[config.mk]
export PLATFORM = sky130hd
export DESIGN_NAME = ivkf_ctrl
export DESIGN_NICKNAME = d
export VERILOG_FILES = /design/src/rtl/ivkf_pkg.sv /design/src/rtl/ivkf_ctrl.sv
export SDC_FILE = /design/constraint.sdc
export NUM_CORES = 1
export LEC_CHECK = 0
export ABC_AREA = 1
export BUFFER_PORTS_ARGS = -buffer_cell sky130_fd_sc_hd__buf_4
export CAP_MARGIN = 20
export CORE_UTILIZATION = 50
export CTS_CLUSTER_DIAMETER = 40
export DETAILED_ROUTE_END_ITERATION = 10
export HOLD_SLACK_MARGIN = 0.15
export PLACE_DENSITY = 0.78
export SLEW_MARGIN = 20
export SYNTH_ARGS = -nofsm -noshare
export SYNTH_HDL_FRONTEND = slang
export SYNTH_SLANG_ARGS = --single-unit
export TNS_END_PERCENT = 1
[constraint.sdc]
create_clock -name clk_i -period 1.35 [get_ports clk_i]
set_input_delay 0 -clock clk_i [delete_from_list [all_inputs] [get_ports clk_i]]
set_output_delay 0 -clock clk_i [all_outputs]
set_load 0.01 [all_outputs]
[src/rtl/ivkf_pkg.sv]
`timescale 1ns / 1ps
`default_nettype none
// ----------------------------------------------------------------------------
// ivkf_pkg
// Shared types, codes and fixed-point helpers of the IMU velocity filter.
// ----------------------------------------------------------------------------
package ivkf_pkg;

  // Wide signed working type for products, sums and rounding.
  typedef logic signed [69:0] wide_t;

  // Datapath operations; the controller state doubles as the operation code.
  typedef enum logic [4:0] {
    OP_IDLE, OP_LOAD, OP_QMUL, OP_QSAVE, OP_NORM, OP_DSTART, OP_DWAIT,
    OP_DSAVE, OP_RMUL, OP_RACC, OP_WSAVE, OP_KSTART, OP_KWAIT, OP_KSAVE,
    OP_TMUL, OP_ADT, OP_VPRED, OP_DIFF, OP_KMUL, OP_CORR, OP_VSAVE,
    OP_PMUL, OP_PSAVE, OP_OUT
  } op_e;

  typedef enum logic [1:0] {
    CFG_TIME_STEP, CFG_PROC_NOISE, CFG_MEAS_NOISE, CFG_GRAVITY
  } cfg_idx_e;

  typedef struct packed {
    op_e        op;
    logic [3:0] idx;
    logic [1:0] col;
    logic [1:0] row;
  } cmd_t;

  typedef struct packed {
    logic n_zero;
    logic den_zero;
    logic div_idle;
    logic out_blocked;
  } sts_t;

  localparam logic [15:0] TimeStepReset = 16'd66;
  localparam logic [30:0] ProcNoiseReset = 31'd3277;
  localparam logic [30:0] MeasNoiseReset = 31'd6554;
  localparam logic [30:0] GravityReset = 31'd642908;
  localparam logic [31:0] CovReset = 32'd65536;
  localparam logic signed [31:0] OneQ30 = 32'sd1073741824;
  localparam logic [16:0] OneQ16 = 17'h10000;
  localparam logic [3:0] LastProd = 4'd9;
  localparam logic [3:0] LastRot = 4'd8;

  localparam wide_t SatMax = 70'sd2147483647;
  localparam wide_t SatMin = -70'sd2147483648;

  // Round half away from zero, then divide by 2^s.
  function automatic wide_t rnd_shift(input wide_t x, input int s);
    logic [69:0] mag;
    logic [69:0] half;
    mag  = x[69] ? 70'(-x) : 70'(x);
    half = 70'(1) << (s - 1);
    mag  = (mag + half) >> s;
    return x[69] ? -$signed(mag) : $signed(mag);
  endfunction

  function automatic logic signed [31:0] sat32(input wide_t x);
    if (x > SatMax) begin
      return 32'sh7FFFFFFF;
    end else if (x < SatMin) begin
      return 32'sh80000000;
    end
    return x[31:0];
  endfunction

endpackage
`default_nettype wire

[src/rtl/ivkf_ctrl.sv]
`timescale 1ns / 1ps
`default_nettype none
// ----------------------------------------------------------------------------
// ivkf_ctrl
// Sequencer that steps the datapath through one filter update per item.
// ----------------------------------------------------------------------------
module ivkf_ctrl (
  input  logic          clk_i,
  input  logic          rst_ni,
  input  logic          in_valid_i,
  input  ivkf_pkg::sts_t sts_i,
  output ivkf_pkg::cmd_t cmd_o,
  output logic          in_stall_o
);

  ivkf_pkg::op_e state_q, state_d;
  logic [3:0] idx_q, idx_d;
  logic [1:0] col_q, col_d;
  logic [1:0] row_q, row_d;

  always_ff @(posedge clk_i or negedge rst_ni) begin
    if (!rst_ni) begin
      state_q <= ivkf_pkg::OP_IDLE;
      idx_q   <= '0;
      col_q   <= '0;
      row_q   <= '0;
    end else begin
      state_q <= state_d;
      idx_q   <= idx_d;
      col_q   <= col_d;
      row_q   <= row_d;
    end
  end

  always_comb begin
    state_d = state_q;
    idx_d   = idx_q;
    col_d   = col_q;
    row_d   = row_q;
    cmd_o.op  = state_q;
    cmd_o.idx = idx_q;
    cmd_o.col = col_q;
    cmd_o.row = row_q;
    unique case (state_q)
      ivkf_pkg::OP_IDLE: begin
        if (in_valid_i) begin
          cmd_o.op = ivkf_pkg::OP_LOAD;
          state_d  = ivkf_pkg::OP_QMUL;
          idx_d    = '0;
        end
      end
      ivkf_pkg::OP_LOAD: state_d = ivkf_pkg::OP_QMUL;
      ivkf_pkg::OP_QMUL: state_d = ivkf_pkg::OP_QSAVE;
      ivkf_pkg::OP_QSAVE: begin
        if (idx_q == ivkf_pkg::LastProd) begin
          state_d = ivkf_pkg::OP_NORM;
        end else begin
          idx_d   = idx_q + 4'd1;
          state_d = ivkf_pkg::OP_QMUL;
        end
      end
      ivkf_pkg::OP_NORM: begin
        idx_d   = '0;
        state_d = ivkf_pkg::OP_DSTART;
      end
      ivkf_pkg::OP_DSTART: begin
        state_d = sts_i.n_zero ? ivkf_pkg::OP_DSAVE : ivkf_pkg::OP_DWAIT;
      end
      ivkf_pkg::OP_DWAIT: begin
        if (sts_i.div_idle) begin
          state_d = ivkf_pkg::OP_DSAVE;
        end
      end
      ivkf_pkg::OP_DSAVE: begin
        if (idx_q == ivkf_pkg::LastRot) begin
          idx_d   = '0;
          col_d   = '0;
          row_d   = '0;
          state_d = ivkf_pkg::OP_RMUL;
        end else begin
          idx_d   = idx_q + 4'd1;
          state_d = ivkf_pkg::OP_DSTART;
        end
      end
      ivkf_pkg::OP_RMUL: state_d = ivkf_pkg::OP_RACC;
      ivkf_pkg::OP_RACC: begin
        idx_d = idx_q + 4'd1;
        if (col_q == 2'd2) begin
          col_d   = '0;
          state_d = ivkf_pkg::OP_WSAVE;
        end else begin
          col_d   = col_q + 2'd1;
          state_d = ivkf_pkg::OP_RMUL;
        end
      end
      ivkf_pkg::OP_WSAVE: begin
        if (row_q == 2'd2) begin
          state_d = ivkf_pkg::OP_KSTART;
        end else begin
          row_d   = row_q + 2'd1;
          state_d = ivkf_pkg::OP_RMUL;
        end
      end
      ivkf_pkg::OP_KSTART: begin
        state_d = sts_i.den_zero ? ivkf_pkg::OP_KSAVE : ivkf_pkg::OP_KWAIT;
      end
      ivkf_pkg::OP_KWAIT: begin
        if (sts_i.div_idle) begin
          state_d = ivkf_pkg::OP_KSAVE;
        end
      end
      ivkf_pkg::OP_KSAVE: begin
        row_d   = '0;
        state_d = ivkf_pkg::OP_TMUL;
      end
      ivkf_pkg::OP_TMUL:  state_d = ivkf_pkg::OP_ADT;
      ivkf_pkg::OP_ADT:   state_d = ivkf_pkg::OP_VPRED;
      ivkf_pkg::OP_VPRED: state_d = ivkf_pkg::OP_DIFF;
      ivkf_pkg::OP_DIFF:  state_d = ivkf_pkg::OP_KMUL;
      ivkf_pkg::OP_KMUL:  state_d = ivkf_pkg::OP_CORR;
      ivkf_pkg::OP_CORR:  state_d = ivkf_pkg::OP_VSAVE;
      ivkf_pkg::OP_VSAVE: begin
        if (row_q == 2'd2) begin
          state_d = ivkf_pkg::OP_PMUL;
        end else begin
          row_d   = row_q + 2'd1;
          state_d = ivkf_pkg::OP_TMUL;
        end
      end
      ivkf_pkg::OP_PMUL:  state_d = ivkf_pkg::OP_PSAVE;
      ivkf_pkg::OP_PSAVE: state_d = ivkf_pkg::OP_OUT;
      ivkf_pkg::OP_OUT: begin
        // Hold here until the previous result has left the output register.
        if (sts_i.out_blocked) begin
          cmd_o.op = ivkf_pkg::OP_IDLE;
        end else begin
          state_d = ivkf_pkg::OP_IDLE;
        end
      end
      default: state_d = ivkf_pkg::OP_IDLE;
    endcase
  end

  assign in_stall_o = (state_q != ivkf_pkg::OP_IDLE);

endmodule
`default_nettype wire

==> impl_metrics.toml <==
[outcome]
outcome = "complete, but fails checks"
violations = "setup timing"

[critical_path]
timing.critical_path.required_ps = 1350
crit_path_start_kind = "flip-flop"
critPathMaxStageDelay_ps = 420
path_cells = "buf_6 > nor2_4 > inv_2 > nor2_2 > buf_4 > inv_4 > nor2_4 > nor3_2 > buf_4"
crit_fanout = 3
cp_slowest_cell = "dfrtp_1"
cp-end-kind = "primary output"
path_class = "reg -> out"
path_buf_inv = 5
timing.critical_path.max_delay_family = "buffers and inverters"
critical_path_arrival_ps = 1540

[sta]
clock_skew_ps = 6.933
hold_viol = 0
fin_crit_sh = 1.138
setup_tns_ps = -1789
setup_slack_ps = -186.7
worstMarginPinSlew_ps = 264.1
slew_headroom = 0.8235
fmax_mhz = 650.8
fin_crit_ps = 1537
whs_ps = 161.2
grt_setup_unrepaired = "yes"
final_max_slew_viol_count = 0
setup_violations = 16

[synthesis]
synth-xor-area-share = 0.006931
synth-compound-area-share = 0.04356
synthCells = 205
synth.avg_cell_area_um2 = 6.164
synth_area_leader_cell = "dfrtp_1"
ys_types = 31
yosysSeqAreaShare = 0.2574
synth_top_family_by_area = "simple AND/OR/NAND/NOR gates"
synthMuxAreaShare = 0
synth-seq-cells = 13
synthSimpleGateAreaFrac = 0.5396
syn_area_mm2 = 0.001264
synth_area_leaders = "dfrtp_1, nand2_1, nand3_1"
yosysTopAreaCellShare = 0.2574
synth_nets = 216
synthAdderAreaFrac = 0.03960
yosys_warnings = 0

[placement]
gp_congestion = 1.056
placed_area_mm2 = 0.001672
portBuffers = 20
pre_cts_ws_ps = -132.6
dp_hpwl_um = 3150

[global_route]
met2_usage = 0.5748
met3_usage = 0.06377
grt.busiest_layer = "met2"
grt_max_degree = 14
grt_first_pass_wirelength_um = 6920
track_usage = 0.3492
grtUsageMet1 = 0.4301
antenna_found_initial = 0
grt_pass1_vias = 1559
grt_overflow_total = 0

[routing]
drc = 0
drt-wirelength-per-cell_um = 14.37
drtPass1Iterations = 7
drt_iter0_markers = 74
vias = 1619
viasPerCell = 5.507
routed_wirelength_um = 4224
drtAntennaViolNets = 0

[clock_network]
cts_made_buffers = 3
clk_latency_ps = 290
cts_sinks = 13
cts_root_buf = "clkbuf_4"
htreeDepth = 1
cts_tree = "done"
cts_max_path_buffers = 2
clkTransAtPathRegs_ps = 90

[power]
power_frac_clock = 0.071
p_leak_nw = 1.072
power.density_mw_per_mm2 = 1935
p_sw_frac = 0.4925
p_sw_mw = 1.783
p_int_mw = 1.837
combPwrFrac = 0.742
vdd_drop_max_v = 0.001589
total_power_mw = 3.619
power_frac_seq = 0.187

[floorplan]
design.die.area_mm2 = 0.002733
initial_core_util = 0.5501
die_y_um = 52.28
core_area_mm2 = 0.002297
pin_count = 21
num_rows = 17
die_w_um = 52.28

[final_layout]
drive_above_1_share = 0.4211
final_area_mm2 = 0.001871
syn_to_final_growth_pct = 48.02
nets = 278
antenna_cells = 0

[job]
max_cap_viol_count = 0

[worst_hold_path]
min_path_type = "in -> reg"
==> power groups by stage <==
stage / Clock [mW] / Sequential [mW] / Combinational [mW]
2_1_floorplan: 0 / 0.640 / 1.33
3_3_place_gp: 0 / 0.662 / 2.19
3_5_place_dp: 0 / 0.667 / 2.22
4_1_cts: 0.256 / 0.660 / 2.48
5_1_grt: 0.275 / 0.692 / 2.93
6_report: 0.256 / 0.676 / 2.69
==> cell usage after synthesis, drive strengths merged <==
master / n
buf: 4
ha: 4
nand2: 72
nand4: 3
dfrtp: 13
inv: 27
nand3: 37
or2: 1
nor3: 3
o31ai: 1
xor2: 1
a21oi: 4
clkbuf: 1
and2: 1
o22ai: 1
a211oi: 1
o21ai: 2
and3: 1
nor2: 28
==> worst reg2reg max path, stage by stage, from the launching register on <==
cell     delay (ps)
dfrtp_1         410
buf_12          140
buf_4           140
inv_2            50
nand3_1         120
inv_2           100
nand2_1         100
nand4_1         130
nand2_1          80
nand2_1          70
nand2_1          50
==> layer usage <==
layer | wire length (um) | vias to the layer above
li1 | - | 777
met1 | 1697 | 728
met2 | 2029 | 88
met3 | 303 | 26
met4 | 194 | 0
met5 | 0 | -
==> worst paths after layout <==
path,slack [ps],end,cells after the start,from
max,-190,cmd_o[9],9,state_q[3]
min,160,state_q[0],4,sts_i[0]
max reg2reg,-140,row_q[1],10,state_q[0]
min reg2reg,530,col_q[0],1,col_q[1]
max in group asynchronous,970,state_q[4],3,rst_ni
min in group asynchronous,190,idx_q[1],3,rst_ni
==> cell type report <==
| cell class | instances | area [um^2] |
|---|---|---|
| repair buffers | 62 | 494.2 |
| clock buffers | 4 | 26.28 |
| fillers | 174 | 426.7 |
| multi-input cells | 160 | 878.3 |
| inverters | 27 | 106.4 |
| well taps | 28 | 35.03 |
| flip-flops and latches | 13 | 330.3 |
==> cell usage in the layout (no fill, tap or decap), types with 2 or more instances in the layout <==
| master | instances |
|---|---|
| a21oi_1 | 3 |
| buf_4 | 56 |
| buf_6 | 3 |
| clkbuf_4 | 3 |
| dfrtp_1 | 9 |
| dfrtp_2 | 4 |
| dlygate4sd3_1 | 2 |
| ha_1 | 4 |
| inv_1 | 17 |
| inv_2 | 8 |
| inv_4 | 2 |
| nand2_1 | 63 |
| nand2_2 | 6 |
| nand2_4 | 3 |
| nand3_1 | 30 |
| nand3_2 | 7 |
| nand4_1 | 2 |
| nor2_1 | 14 |
| nor2_2 | 9 |
| nor2_4 | 5 |
| nor3_2 | 2 |
==> kinds of logic after synthesis <==
| logic type | count (synthesis) |
|---|---|
| AND/OR/NAND/NOR | 146 |
| buffers and inverters | 32 |
| flip-flops | 13 |
| AO/OA/AOI/OAI | 9 |
| adder cells (fa/ha/maj) | 4 |
| XOR/XNOR | 1 |
==> per-stage QoR <==
step           utilization  cells
3_3_place_gp        0.7277    280
2_1_floorplan            -    205
4_1_cts             0.7925    292
6_report            0.8143    294
3_5_place_dp        0.7277    280
5_1_grt             0.8143    294
==> state kept, by name (all words and copies together) (netlist names) <==
register and cells:
state_q 5, idx_q 4, col_q 2, row_q 2
==> what timing repair did <==
| action | in CTS | in global routing |
|---|---|---|
| resized for setup | 19 | 12 |
| hold buffers | 3 | 0 |
| cloned | 0 | 0 |
| endpoints found under the hold margin | 16 | 0 |
| pin swaps | 7 | 9 |
| setup buffers | 5 | 2 |
| endpoints found under the setup margin | 18 | 22 |
(Power assumes the default switching activity.)
